**config.mk**
```make
export PLATFORM = sky130hd
export DESIGN_NAME = char_lcd_nibble_sequencer
export DESIGN_NICKNAME = d
export VERILOG_FILES = /design/src/design/lcdns_pkg.sv /design/src/design/lcdns_digit_unit.sv /design/src/design/char_lcd_nibble_sequencer.sv
export SDC_FILE = /design/constraint.sdc
export NUM_CORES = 1
export LEC_CHECK = 0
export BUFFER_PORTS_ARGS = -buffer_cell sky130_fd_sc_hd__buf_2
export CAP_MARGIN = 15
export CORE_MARGIN = 1
export CORE_UTILIZATION = 57
export DETAILED_ROUTE_END_ITERATION = 10
export HOLD_SLACK_MARGIN = 0.03
export PLACE_DENSITY = 0.89
export SYNTH_ARGS = -nofsm -noshare
export SYNTH_HDL_FRONTEND = slang
export SYNTH_SLANG_ARGS = --single-unit
export TNS_END_PERCENT = 100
```
**constraint.sdc**
```tcl
create_clock -name clk -period 2.9 [get_ports clk]
set_input_delay 0 -clock clk [delete_from_list [all_inputs] [get_ports clk]]
set_output_delay 0 -clock clk [all_outputs]
set_load 0.02 [all_outputs]
```
**src/design/lcdns_pkg.sv**
```systemverilog
`timescale 1ns / 1ps

package lcdns_pkg;

  // Request kinds on the input tuser field
  localparam logic [1:0] KIND_CMD  = 2'd0;
  localparam logic [1:0] KIND_DATA = 2'd1;
  localparam logic [1:0] KIND_NUM  = 2'd2;
  localparam logic [1:0] KIND_INIT = 2'd3;

  localparam int unsigned PULSE_W     = 16;
  localparam int unsigned WAIT_W      = 17;
  localparam int unsigned EV_W        = 5;
  localparam logic [PULSE_W-1:0] PULSE_RESET = 16'd250;

  // Index of the final event for each request kind
  localparam logic [EV_W-1:0] LAST_EV_BYTE = 5'd3;
  localparam logic [EV_W-1:0] LAST_EV_NUM  = 5'd11;
  localparam logic [EV_W-1:0] LAST_EV_INIT = 5'd24;

  localparam logic [7:0] ASCII_ZERO = 8'h30;
  localparam logic [3:0] INIT_NIB_A = 4'h3;
  localparam logic [3:0] INIT_NIB_B = 4'h2;

  // Sequencer states, one-hot
  typedef enum logic [2:0] {
    ST_IDLE = 3'b001,
    ST_CONV = 3'b010,
    ST_EMIT = 3'b100
  } state_t;

  // Decimal digits handed from the conversion unit
  typedef struct packed {
    logic [3:0] hundreds;
    logic [3:0] tens;
    logic [3:0] units;
  } digits_t;

  // Command bytes sent after the four wake-up nibbles
  function automatic logic [7:0] init_byte(input logic [1:0] idx);
    logic [7:0] b;
    unique case (idx)
      2'd0: b = 8'h28;
      2'd1: b = 8'h0D;
      2'd2: b = 8'h06;
      2'd3: b = 8'h01;
      default: b = 8'h01;
    endcase
    return b;
  endfunction

endpackage

```
**src/design/lcdns_digit_unit.sv**
```systemverilog
`timescale 1ns / 1ps

module lcdns_digit_unit
  import lcdns_pkg::*;
(
  input  logic       clk,
  input  logic       rst,
  input  logic       start,
  input  logic [7:0] value,
  output logic       done,
  output digits_t    digits
);

  logic       busy;
  logic       tens_phase;
  logic [7:0] rem;
  logic [3:0] hund_cnt;
  logic [3:0] tens_cnt;

  // Shared compare/subtract: divisor is 100 first, then 10
  logic [7:0] divisor;
  logic       fits;
  logic [7:0] diff;

  assign divisor = tens_phase ? 8'd10 : 8'd100;
  assign fits    = (rem >= divisor);
  assign diff    = rem - divisor;

  // Control
  always_ff @(posedge clk) begin
    if (rst) begin
      busy       <= 1'b0;
      tens_phase <= 1'b0;
      done       <= 1'b0;
    end else begin
      done <= 1'b0;
      if (start) begin
        busy       <= 1'b1;
        tens_phase <= 1'b0;
      end else if (busy && !fits) begin
        if (tens_phase) begin
          busy <= 1'b0;
          done <= 1'b1;
        end else begin
          tens_phase <= 1'b1;
        end
      end
    end
  end

  // Remainder and quotient counters
  always_ff @(posedge clk) begin
    if (start) begin
      rem      <= value;
      hund_cnt <= '0;
      tens_cnt <= '0;
    end else if (busy && fits) begin
      rem <= diff;
      if (tens_phase) begin
        tens_cnt <= tens_cnt + 4'd1;
      end else begin
        hund_cnt <= hund_cnt + 4'd1;
      end
    end
  end

  assign digits.hundreds = hund_cnt;
  assign digits.tens     = tens_cnt;
  assign digits.units    = rem[3:0];

endmodule

```
**src/design/char_lcd_nibble_sequencer.sv**
```systemverilog
`timescale 1ns / 1ps
// A number request first runs the digit unit (repeated subtraction of 100 then 10) before
//   its pin events are emitted.
// Throughput: one pin event per cycle when not stalled; the next request is taken only
//   after the last pin event of the previous one has been emitted.
// Reset (rst, synchronous): idle, output empty, pins 0, pulse_ticks back to 250.

module char_lcd_nibble_sequencer
  import lcdns_pkg::*;
(
  input  logic        clk,
  input  logic        rst,
  // Configuration: pulse_ticks
  input  logic        cfg_valid,
  output logic        cfg_ready,
  input  logic [15:0] cfg_data,
  // Requests
  input  logic        s_axis_tvalid,
  output logic        s_axis_tready,
  input  logic [7:0]  s_axis_tdata,  // [7:0] value
  input  logic [1:0]  s_axis_tuser,  // [1:0] kind
  // Pin events
  output logic        m_axis_tvalid,
  input  logic        m_axis_tready,
  output logic [23:0] m_axis_tdata,  // [3:0] data_nibble, [4] enable_line,
                                     // [21:5] wait_ticks, [23:22] zero
  output logic        m_axis_tuser,  // [0] select_line
  output logic        m_axis_tlast   // last
);

  state_t             state;
  logic [1:0]         kind_r;
  logic [7:0]         value_r;
  logic [EV_W-1:0]    ev;
  logic [PULSE_W-1:0] pulse_ticks;
  logic [3:0]         pin_nibble;
  logic               pin_select;

  logic               conv_start;
  logic               conv_done;
  digits_t            digits;

  logic               s_fire;
  logic               slot_free;
  logic               emit;

  // Configuration register
  assign cfg_ready = 1'b1;

  always_ff @(posedge clk) begin
    if (rst) begin
      pulse_ticks <= PULSE_RESET;
    end else if (cfg_valid) begin
      pulse_ticks <= cfg_data;
    end
  end

  assign s_axis_tready = (state == ST_IDLE);
  assign s_fire        = s_axis_tvalid && s_axis_tready;
  assign slot_free     = !m_axis_tvalid || m_axis_tready;
  assign emit          = (state == ST_EMIT) && slot_free;
  assign conv_start    = s_fire && (s_axis_tuser == KIND_NUM);

  lcdns_digit_unit u_digit (
    .clk    (clk),
    .rst    (rst),
    .start  (conv_start),
    .value  (s_axis_tdata),
    .done   (conv_done),
    .digits (digits)
  );

  // Event decode for the current index
  logic [EV_W-1:0] last_ev;
  logic [EV_W-1:0] e1;
  logic [3:0]      ni;
  logic [2:0]      bi;
  logic [7:0]      cur_byte;
  logic [3:0]      digit;
  logic            ev_sel;
  logic [3:0]      ev_nib;
  logic            ev_en;
  logic            ev_extra;
  logic [WAIT_W-1:0] ev_wait;

  always_comb begin
    e1       = ev - 5'd1;
    ni       = e1[4:1];
    bi       = 3'(ni - 4'd4);
    digit    = digits.units;
    cur_byte = value_r;
    ev_sel   = pin_select;
    ev_nib   = pin_nibble;
    ev_en    = 1'b0;
    ev_extra = 1'b0;
    last_ev  = LAST_EV_BYTE;
    unique case (kind_r)
      KIND_CMD, KIND_DATA: begin
        last_ev = LAST_EV_BYTE;
        ev_sel  = kind_r[0];
        ev_nib  = ev[1] ? value_r[3:0] : value_r[7:4];
        ev_en   = !ev[0];
      end
      KIND_NUM: begin
        last_ev = LAST_EV_NUM;
        unique case (ev[3:2])
          2'd0:    digit = digits.hundreds;
          2'd1:    digit = digits.tens;
          default: digit = digits.units;
        endcase
        cur_byte = ASCII_ZERO | {4'd0, digit};
        ev_sel   = 1'b1;
        ev_nib   = ev[1] ? cur_byte[3:0] : cur_byte[7:4];
        ev_en    = !ev[0];
      end
      KIND_INIT: begin
        last_ev = LAST_EV_INIT;
        if (ev != '0) begin
          ev_sel = 1'b0;
          ev_en  = !e1[0];
          if (ni < 4'd4) begin
            // wake-up nibbles, each low phase carries the extra wait
            ev_nib   = (ni == 4'd3) ? INIT_NIB_B : INIT_NIB_A;
            ev_extra = e1[0];
          end else begin
            cur_byte = init_byte(bi[2:1]);
            ev_nib   = bi[0] ? cur_byte[3:0] : cur_byte[7:4];
            ev_extra = (ev == LAST_EV_INIT);
          end
        end
      end
      default: begin
        last_ev = LAST_EV_BYTE;
      end
    endcase
    ev_wait = {1'b0, pulse_ticks} + (ev_extra ? {1'b0, pulse_ticks} : '0);
  end

  // Sequencer
  always_ff @(posedge clk) begin
    if (rst) begin
      state      <= ST_IDLE;
      ev         <= '0;
      pin_nibble <= '0;
      pin_select <= 1'b0;
    end else begin
      unique case (state)
        ST_IDLE: begin
          if (s_fire) begin
            ev    <= '0;
            state <= (s_axis_tuser == KIND_NUM) ? ST_CONV : ST_EMIT;
          end
        end
        ST_CONV: begin
          if (conv_done) begin
            state <= ST_EMIT;
          end
        end
        ST_EMIT: begin
          if (slot_free) begin
            pin_nibble <= ev_nib;
            pin_select <= ev_sel;
            ev         <= ev + 5'd1;
            if (ev == last_ev) begin
              state <= ST_IDLE;
            end
          end
        end
        default: state <= ST_IDLE;
      endcase
    end
  end

  // Request payload
  always_ff @(posedge clk) begin
    if (s_fire) begin
      kind_r  <= s_axis_tuser;
      value_r <= s_axis_tdata;
    end
  end

  // Output register
  always_ff @(posedge clk) begin
    if (rst) begin
      m_axis_tvalid <= 1'b0;
    end else if (emit) begin
      m_axis_tvalid <= 1'b1;
    end else if (m_axis_tready) begin
      m_axis_tvalid <= 1'b0;
    end
  end

  always_ff @(posedge clk) begin
    if (emit) begin
      m_axis_tdata <= {2'b00, ev_wait, ev_en, ev_nib};
      m_axis_tuser <= ev_sel;
      m_axis_tlast <= (ev == last_ev);
    end
  end

endmodule

```
==> impl_metrics.json, run 1 <==
{
  "finalHoldViolations": 0,
  "drc_errors": 0,
  "wl_per_cell_um": 16.14,
  "synth_cell_type_count": 57,
  "synth-xor-area-share": 0.02072,
  "synth-seq-cells": 83,
  "vias": 3346,
  "drive_above_1_share": 0.2227,
  "clock-root-buffer": "clkbuf_8",
  "setup_violations": 0,
  "grt_use_total": 0.2564,
  "n_antenna_cell": 0,
  "netlist_instances": 402,
  "worst_ep_required_time_ps": 3010,
  "antenna_found_initial": 0,
  "power.density_mw_per_mm2": 518.2,
  "fillers": 511,
  "critPathSlowestCell": "o21ai_2",
  "critPathLaunchType": "register",
  "avgSynthCellArea_um2": 10.52,
  "synthesis.area_mm2": 0.004228,
  "status": "completed",
  "rows": 31,
  "first_pass_iters": 4,
  "timing.slew.headroom": 0.3288,
  "crit_family": "compound AO/OA/AOI/OAI gates",
  "cts-buffers-inserted": 9,
  "post-synth-top-count-cell": "edfxtp_1",
  "drv_slew": 0,
  "ys_seq_area_frac": 0.4925,
  "period_share": 0.8902,
  "path_clk_slew_ps": 110,
  "insertion_delay_ps": 380,
  "dpl_cell_area_mm2": 0.004571,
  "dp_hpwl_mm": 6.094,
  "cp_num_buf_inv": 1,
  "synthSimpleGateAreaFrac": 0.1672,
  "synthMuxAreaShare": 0.1021,
  "grt_pass1_wl_mm": 15.04,
  "fmax_ghz": 0.3874,
  "place_inst": 541,
  "tightestPinTransition_ps": 1007,
  "dieArea_mm2": 0.007766,
  "endpoint_kind": "register",
  "io_buffers": 56,
  "synthTopCellsByArea": "edfxtp_1 30%, dfxtp_1 19%, mux2i_1 5.0%",
  "yosysWarnings": 0,
  "cts.path.max_buffers": 2,
  "maxCapViolations": 0,
  "critical_path_class": "reg -> reg",
  "cts.sinks": 83,
  "cp_cell_sequence": "inv_1 -> ha_1 -> nand3b_1 -> a21o_1 -> a211oi_2 -> o21ai_2 -> mux2_2",
  "synth_largest_area_cell": "edfxtp_1",
  "holdWs_ps": 47.64,
  "arrival_ps": 2700,
  "dieHeight_um": 88.13,
  "ys.flop_type": "edfxtp_1",
  "finalNonFillerCells": 584,
  "critPathMaxStageDelay_ps": 810,
  "synth_top_family_by_area": "simple AND/OR/NAND/NOR gates",
  "routabilityCongestion": 0.8456,
  "core-area_mm2": 0.007214,
  "io-pin-count": 60,
  "grt.overflow.total": 0,
  "synth_fa_ha_area_frac": 0.04025,
  "rsz0062_at_grt": "no",
  "power_mw": 2.605,
  "vdd_drop_max_mv": 0.2817,
  "ant_nets": 0,
  "final_cell_area_mm2": 0.005027,
  "synth_edf_count": 42,
  "min_period_ps": 2582,
  "hold_class": "in -> reg",
  "grt_pass1_vias": 3188,
  "first_iter_violations": 243,
  "path_max_fanout": 17,
  "cts_tree": "done",
  "die_x_um": 88.13,
  "synth_compound_area_frac": 0.1296,
  "grt_max_degree": 34,
  "htreeDepth": 3,
  "p_leak_nw": 2.024,
  "initial_core_util": 0.5860,
  "ys_top_cells_by_count": "42 x edfxtp_1, 41 x dfxtp_1, 38 x nor2_1",
  "fin_worst_skew_ps": 23.43,
  "nets": 524,
  "setup_tns_ps": 0,
  "drt_wl_total_mm": 9.427,
  "vias_per_cell": 5.729,
  "synth_top_area_share": 0.2983,
  "async_reset_ff_frac": 0,
  "area_growth_pct": 18.91
}
[final cells by class]
type | count | area [um2] | share of cell area
Timing Repair Buffer | 91 | 623.1 | 0.1239
Clock inverter | 7 | 62.56 | 0.01244
Multi-Input combinational cell | 280 | 1956 | 0.3890
Clock buffer | 9 | 123.9 | 0.02464
Tap cell | 99 | 123.9 | 0.02464
Inverter | 15 | 56.30 | 0.01120
Sequential cell | 83 | 2082 | 0.4141
[state kept, by name (all words and copies together), names as in the netlist, 4 cells and up]
name,flops
u_digit.tens_cnt,4
ev,5
pulse_ticks,16
pin_nibble,4
m_axis_tdata,22
value_r,8
u_digit.rem,8
u_digit.hund_cnt,4
[worst register-to-register path, cell delays in order (launching register included)]
cell	delay [ps]
dfxtp_1	370
inv_1	100
ha_1	260
nand3b_1	130
a21o_1	150
a211oi_2	80
o21ai_2	810
mux2_2	430
[layer usage]
metal,track usage,up-vias,part of all wire
li1,-,1601,-
met1,0.3127,1613,0.41
met2,0.4390,105,0.51
met3,0.04053,27,0.046
met4,0.1334,0,0.030
met5,0,-,0
[through the flow]
stage / setup WS (ps) / utilization
floorplan: 433.4 / -
global placement: 559.0 / 0.6335
detailed placement: 447.9 / 0.6335
CTS: 405.7 / 0.6968
global route: 187.2 / 0.6968
finish: 318.4 / 0.6968
[cells in the final DEF, fill, tap and decap left out, types with 3 or more instances in the layout]
cell type | Yosys | layout
mux2_2 | 9 | 9
a31oi_1 | 4 | 4
edfxtp_1 | 42 | 42
nand2b_1 | 7 | 7
buf_2 | 6 | 56
mux2_4 | 8 | 8
and3b_1 | 3 | 3
a211o_1 | 7 | 7
inv_1 | 15 | 15
nand2_1 | 27 | 27
clkbuf_8 | 1 | 9
xnor2_1 | 8 | 8
a211oi_1 | 8 | 8
o31ai_1 | 3 | 3
mux2i_1 | 21 | 21
o21ai_0 | 9 | 9
ha_1 | 12 | 12
a21oi_1 | 20 | 20
and2_1 | 6 | 6
nor3_1 | 10 | 10
or2_2 | 6 | 6
conb_1 | 2 | 3
nor4_1 | 3 | 3
a21o_1 | 4 | 4
nor3b_1 | 6 | 6
nor2_1 | 38 | 38
dfxtp_1 | 41 | 41
buf_4 | 5 | 7
inv_6 | 0 | 5
o211ai_1 | 7 | 7
nor2b_1 | 12 | 12
nand3_1 | 8 | 8
dlygate4sd3_1 | 0 | 27
[kinds of logic after synthesis]
logic type / count (synthesis)
xor+xnor: 10
other cells: 2
buf+inv: 40
flops: 83
simple gates: 136
mux: 38
fa+ha+maj: 13
compound gates: 80
[path summary, 6_finish.rpt]
| check | from | endpoint | slack, ps | cells after the start |
|---|---|---|---|---|
| min reg2reg | u_digit.tens_cnt[3]$_SDFFE_PP0P_ | u_digit.tens_cnt[3]$_SDFFE_PP0P_ | 490 | 2 |
| max reg2reg | ev[0]$_SDFFE_PP0P_ | m_axis_tdata[10]$_DFFE_PP_ | 320 | 7 |
| min | s_axis_tvalid | state[1]$_SDFFE_PP0P_ | 50 | 4 |
| max | ev[0]$_SDFFE_PP0P_ | m_axis_tdata[10]$_DFFE_PP_ | 320 | 7 |
[what timing repair did]
item	4_1_cts	5_1_grt
hold buffers	27	0
resized for setup	0	0
buffers inserted	0	0
endpoints found under the hold margin	36	0
[power by group]
part	leakage (nW)	internal [mW]	switching (mW)	total (mW)
Combinational	1.21	0.186	0.215	0.401
Sequential	0.721	1.32	0.0661	1.38
Clock	0.0936	0.332	0.488	0.820
Total	2.02	1.84	0.769	2.61
Note: power is estimated with default switching activity, not from simulation.
==> inputs of run 2 (changes only) <==
- ABC_AREA: not set -> 1
- PLACE_DENSITY: 0.89 -> 0.9
==> run 2 against run 1 <==
  * Cell count grew 17%
  * Global-route usage rose by 4.0 points
  * Critical path type unchanged
  * Sequential power grew 11%
  * Power up 26%
  * Critical endpoint is now u_digit.rem[6]$_DFFE_PP_
  * Sequential cell count stayed put
==> impl_metrics.json, run 2 <==
{
  "netlist_instances": 486,
  "ant_nets": 0,
  "post_cts_buffers": 0,
  "reg_top3": "m_axis_tdata: 22 flops, pulse_ticks: 16 flops",
  "synth_largest_area_cell": "edfxtp_1",
  "dieHeight_um": 87.46,
  "core-area_mm2": 0.006907,
  "crit_family": "simple AND/OR/NAND/NOR gates",
  "insertion_delay_ps": 380,
  "dp_hpwl_mm": 6.330,
  "holdPathStages": 2,
  "mostFrequentLayoutCell": "nand2_1",
  "vias": 3755,
  "drive_above_1_share": 0.1874,
  "dpl_cell_area_mm2": 0.004471,
  "ys_top_cells_by_count": "97 x nand2_1, 64 x inv_1, 43 x a21oi_1",
  "ys_seq_area_frac": 0.5002,
  "area_growth_pct": 23.08,
  "synth-xor-area-share": 0.01894,
  "synth_cell_type_count": 37,
  "grt_pass1_wl_mm": 16.82,
  "path_clk_slew_ps": 100,
  "io-pin-count": 60,
  "p_leak_nw": 2.297,
  "cp_num_buf_inv": 1,
  "fin_worst_skew_ps": 28.51,
  "rrSetupSlack_ps": 380,
  "synthTopCellsByArea": "edfxtp_1 30%, dfxtp_1 20%, nand2_1 8.7%",
  "rsz0062_at_grt": "no",
  "drc_errors": 0,
  "first_iter_violations": 318,
  "critical_path_class": "reg -> reg",
  "vdd_drop_max_mv": 0.5271,
  "pre_cts_slack_ps": 291.7,
  "arrival_ps": 2570,
  "clock-root-buffer": "clkbuf_8",
  "timing.slew.headroom": 0.6274,
  "hold_class": "in -> reg",
  "nets": 626,
  "hold_path.startpoint": "s_axis_tdata[3]",
  "antenna_found_initial": 0,
  "power.density_mw_per_mm2": 640.7,
  "dieArea_mm2": 0.007648,
  "synth_compound_area_frac": 0.1356,
  "synth_edf_count": 42,
  "period_share": 0.8705,
  "maxCapViolations": 0,
  "status": "completed",
  "largest-register": "m_axis_tdata",
  "endpoint_kind": "register",
  "routabilityCongestion": 0.8549,
  "avgSynthCellArea_um2": 8.565,
  "n_antenna_cell": 0,
  "power_mw": 3.283,
  "synthesis.area_mm2": 0.004163,
  "synth-seq-cells": 83,
  "ff2ff_path_depth": 8,
  "largest_reg_flops": 22,
  "place_inst": 625,
  "grt.overflow.total": 0,
  "drv_slew": 0,
  "finalNonFillerCells": 683,
  "cts_tree": "done",
  "min_to": "value_r[3]$_DFFE_PP_",
  "synth_top_family_by_area": "simple AND/OR/NAND/NOR gates",
  "initial_core_util": 0.6027,
  "rows": 30,
  "die_x_um": 87.46,
  "postLayoutCoreUtil": 0.7418,
  "vias_per_cell": 5.498,
  "tightestPinTransition_ps": 558.2,
  "fillers": 476,
  "r2r_start": "u_digit.tens_phase$_SDFFE_PP0P_",
  "setup_violations": 0,
  "min_period_ps": 2525,
  "holdWs_ps": 363.6,
  "cts.path.max_buffers": 2,
  "yosysWarnings": 0,
  "synthMuxAreaShare": 0,
  "critPathSlowestCell": "dfxtp_2",
  "grt_pass1_vias": 3736,
  "wl_per_cell_um": 15.31,
  "critPathLaunchType": "register",
  "drt_wl_total_mm": 10.45,
  "worst_ep_required_time_ps": 2940,
  "grt_max_degree": 33,
  "path_common_cell": "nand2_1",
  "fmax_ghz": 0.3961,
  "async_reset_ff_frac": 0,
  "synthSimpleGateAreaFrac": 0.2086,
  "cts-buffers-inserted": 9,
  "finalHoldViolations": 0,
  "htreeDepth": 3,
  "synth_top_area_share": 0.3030,
  "critPathMaxStageDelay_ps": 470,
  "first_pass_iters": 5,
  "io_buffers": 56,
  "grt_use_total": 0.2963,
  "cts.sinks": 83,
  "post-synth-top-count-cell": "nand2_1",
  "ys.flop_type": "edfxtp_1",
  "worst_slack_ps": 375.5,
  "synth_fa_ha_area_frac": 0.04088,
  "path_max_fanout": 10,
  "cp_cell_sequence": "clkinvlp_4 -> ha_1 -> nand2_1 -> o21ai_0 -> nand2_1 -> nand3_2 -> nand2_1 -> nand2_1",
  "mostFrequentLayoutCells": "97 x nand2_1, 64 x inv_1, 56 x buf_2",
  "setup_tns_ps": 0,
  "final_cell_area_mm2": 0.005124,
  "r2r-end": "u_digit.rem[6]$_DFFE_PP_"
}
-- run 2: area by class of cell --
cell class | count | area [um2] | area share
clock buffers | 9 | 123.9 | 0.02418
repair buffers | 103 | 738.2 | 0.1441
inverters | 68 | 261.5 | 0.05104
flip-flops and latches | 83 | 2083 | 0.4066
clock inverters | 7 | 103.9 | 0.02027
well taps | 96 | 120.1 | 0.02344
multi-input cells | 317 | 1693 | 0.3304
-- run 2: worst register-to-register path, stage by stage, from the launching register on --
cell and delay, ps:
dfxtp_2 470, clkinvlp_4 230, ha_1 380, nand2_1 80, o21ai_0 270, nand2_1 140, nand3_2 190, nand2_1 120
nand2_1 300
-- run 2: per-layer routing --
| metal | GRT usage | routed length, um | up-vias |
|---|---|---|---|
| li1 | - | - | 1788 |
| met1 | 0.3050 | 3780 | 1725 |
| met2 | 0.5227 | 5332 | 194 |
| met3 | 0.08341 | 829 | 48 |
| met4 | 0.1982 | 512 | 0 |
| met5 | 0 | 0 | - |
-- run 2: kinds of logic (layout without fill, tap and decap cells) --
| kind of cell | count (synthesis) | count (layout) |
|---|---|---|
| buffers and inverters | 87 | 187 |
| AND/OR/NAND/NOR | 193 | 193 |
| AO/OA/AOI/OAI | 99 | 99 |
| other | 2 | 3 |
| adder cells (fa/ha/maj) | 13 | 13 |
| XOR/XNOR | 9 | 9 |
| flip-flops | 83 | 83 |
-- run 2: power by group --
group	switching, mW	total (mW)	internal [mW]
Clock	0.483	0.984	0.501
Sequential	0.120	1.53	1.41
Combinational	0.486	0.767	0.281
-- run 2: worst max-delay path by stage --
stage | startpoint | to | cells past startpoint
final | u_digit.tens_phase$_SDFFE_PP0P_ | u_digit.rem[6]$_DFFE_PP_ | 8
after global placement | u_digit.tens_phase$_SDFFE_PP0P_ | u_digit.rem[6]$_DFFE_PP_ | 8
after global routing | u_digit.tens_phase$_SDFFE_PP0P_ | u_digit.rem[6]$_DFFE_PP_ | 8
after CTS | u_digit.tens_phase$_SDFFE_PP0P_ | u_digit.rem[6]$_DFFE_PP_ | 8
after floorplan | u_digit.tens_phase$_SDFFE_PP0P_ | u_digit.rem[1]$_DFFE_PP_ | 8
after detailed placement | u_digit.tens_phase$_SDFFE_PP0P_ | u_digit.rem[6]$_DFFE_PP_ | 8
-- run 2: repair_timing --
action / in CTS / in global routing
hold buffers: 42 / 0
endpoints found under the setup margin: 0 / 7
resized for setup: 0 / 2
endpoints found under the hold margin: 37 / 0
==> inputs of run 3 (changes only) <==
- BUFFER_PORTS_ARGS: -buffer_cell sky130_fd_sc_hd__buf_2 -> -buffer_cell sky130_fd_sc_hd__buf_4
- GPL_TIMING_DRIVEN: not set -> 0
==> run 3 against run 2 <==
  * Setup slack lost 20 ps
  * Sequential share of layout area shrank 0.78 points
  * Largest cell class unchanged
  * Core utilization grew 1.4 points
  * Hold slack lost 210 ps
  * Register-to-register slack lost 20 ps
  * Largest power group unchanged
==> impl_metrics.json, run 3 (synthesized netlist as in run 2, its figures left out) <==
{
  "n_antenna_cell": 0,
  "die_x_um": 87.46,
  "initial_core_util": 0.6027,
  "hold_class": "in -> reg",
  "dieArea_mm2": 0.007648,
  "drv_slew": 0,
  "insertion_delay_ps": 370,
  "path_max_fanout": 10,
  "period_share": 0.8776,
  "fmax_ghz": 0.3929,
  "vias": 3737,
  "drive_above_1_share": 0.1986,
  "largest-register": "m_axis_tdata",
  "rsz0062_at_grt": "no",
  "post_cts_buffers": 0,
  "first_pass_iters": 8,
  "htreeDepth": 3,
  "antenna_found_initial": 0,
  "fillers": 471,
  "arrival_ps": 2580,
  "pre_cts_slack_ps": 182.7,
  "tightestPinTransition_ps": 857.6,
  "core-area_mm2": 0.006907,
  "ant_nets": 0,
  "grt_max_degree": 19,
  "io-pin-count": 60,
  "routabilityCongestion": 0.8902,
  "worst_slack_ps": 355.0,
  "largest_reg_flops": 22,
  "cts.path.max_buffers": 2,
  "fin_worst_skew_ps": 21.40,
  "cts.sinks": 83,
  "maxCapViolations": 0,
  "timing.slew.headroom": 0.4276,
  "reg_top3": "m_axis_tdata: 22 flops, pulse_ticks: 16 flops",
  "p_leak_nw": 2.335,
  "final_cell_area_mm2": 0.005224,
  "grt.overflow.total": 0,
  "holdWs_ps": 150.4,
  "power_mw": 3.176,
  "dp_hpwl_mm": 6.792,
  "mostFrequentLayoutCell": "nand2_1",
  "clock-root-buffer": "clkbuf_8",
  "rows": 30,
  "drt_wl_total_mm": 10.37,
  "vdd_drop_max_mv": 0.3653,
  "wl_per_cell_um": 15.13,
  "critical_path_class": "reg -> reg",
  "first_iter_violations": 220,
  "mostFrequentLayoutCells": "97 x nand2_1, 64 x inv_1, 59 x buf_4",
  "path_clk_slew_ps": 90,
  "vias_per_cell": 5.455,
  "dpl_cell_area_mm2": 0.004715,
  "min_period_ps": 2545,
  "drc_errors": 0,
  "worst_ep_required_time_ps": 2930,
  "setup_violations": 0,
  "critPathLaunchType": "register",
  "area_growth_pct": 25.49,
  "setup_tns_ps": 0,
  "endpoint_kind": "register",
  "grt_use_total": 0.2900,
  "power.density_mw_per_mm2": 608.0,
  "nets": 628,
  "cts_tree": "done",
  "finalHoldViolations": 0,
  "grt_pass1_wl_mm": 16.70,
  "grt_pass1_vias": 3611,
  "cts-buffers-inserted": 9,
  "io_buffers": 55,
  "status": "completed",
  "dieHeight_um": 87.46
}
run 3: critical path: stages, from the launching register on:
cell,delay (ps)
dfxtp_2,490
clkinvlp_4,250
ha_1,390
nand2_1,80
o21ai_0,290
nand2_1,140
nand3_2,180
nand2_1,90
nand2_1,300
run 3: worst paths after layout:
path / from / endpoint / slack [ps] / cells after the start
worst min register to register: u_digit.tens_cnt[3]$_SDFFE_PP0P_ / u_digit.tens_cnt[3]$_SDFFE_PP0P_ / 470 / 2
worst max-delay path: u_digit.tens_phase$_SDFFE_PP0P_ / u_digit.rem[2]$_DFFE_PP_ / 350 / 8
worst max register to register: u_digit.tens_phase$_SDFFE_PP0P_ / u_digit.rem[2]$_DFFE_PP_ / 350 / 8
worst min-delay path: rst / pin_nibble[1]$_SDFFE_PP0P_ / 150 / 4
run 3: timing repair:
action                     in CTS  in global routing
gates resized for setup         0                  2
hold buffers                   30                  0
setup endpoints to repair       0                  7
hold endpoints to repair       36                  0
run 3: metal layers:
layer / global-route usage / up-vias / wire length (um)
met5: 0 / - / 0
met4: 0.1550 / 0 / 405
met3: 0.06445 / 43 / 653
met2: 0.5121 / 177 / 5338
met1: 0.3252 / 1734 / 3967
li1: - / 1783 / -
run 3: per-stage QoR:
stage / utilization / instances
floorplan: - / 487
global placement: 0.6804 / 638
detailed placement: 0.6826 / 639
CTS: 0.7556 / 685
global route: 0.7563 / 685
finish: 0.7563 / 685
run 3: cell type report:
type | count | area (um2) | share of cell area
flip-flops and latches | 83 | 2083 | 0.3988
multi-input cells | 317 | 1693 | 0.3241
repair buffers | 86 | 728.2 | 0.1394
inverters | 68 | 261.5 | 0.05006
plain buffers | 19 | 133.9 | 0.02563
clock buffers | 9 | 123.9 | 0.02371
well taps | 96 | 120.1 | 0.02299
clock inverters | 7 | 80.08 | 0.01533
run 3: power breakdown:
group | switching [mW] | internal, mW
registers | 0.106 | 1.41
clock network | 0.455 | 0.411
logic | 0.488 | 0.304
total | 1.05 | 2.13
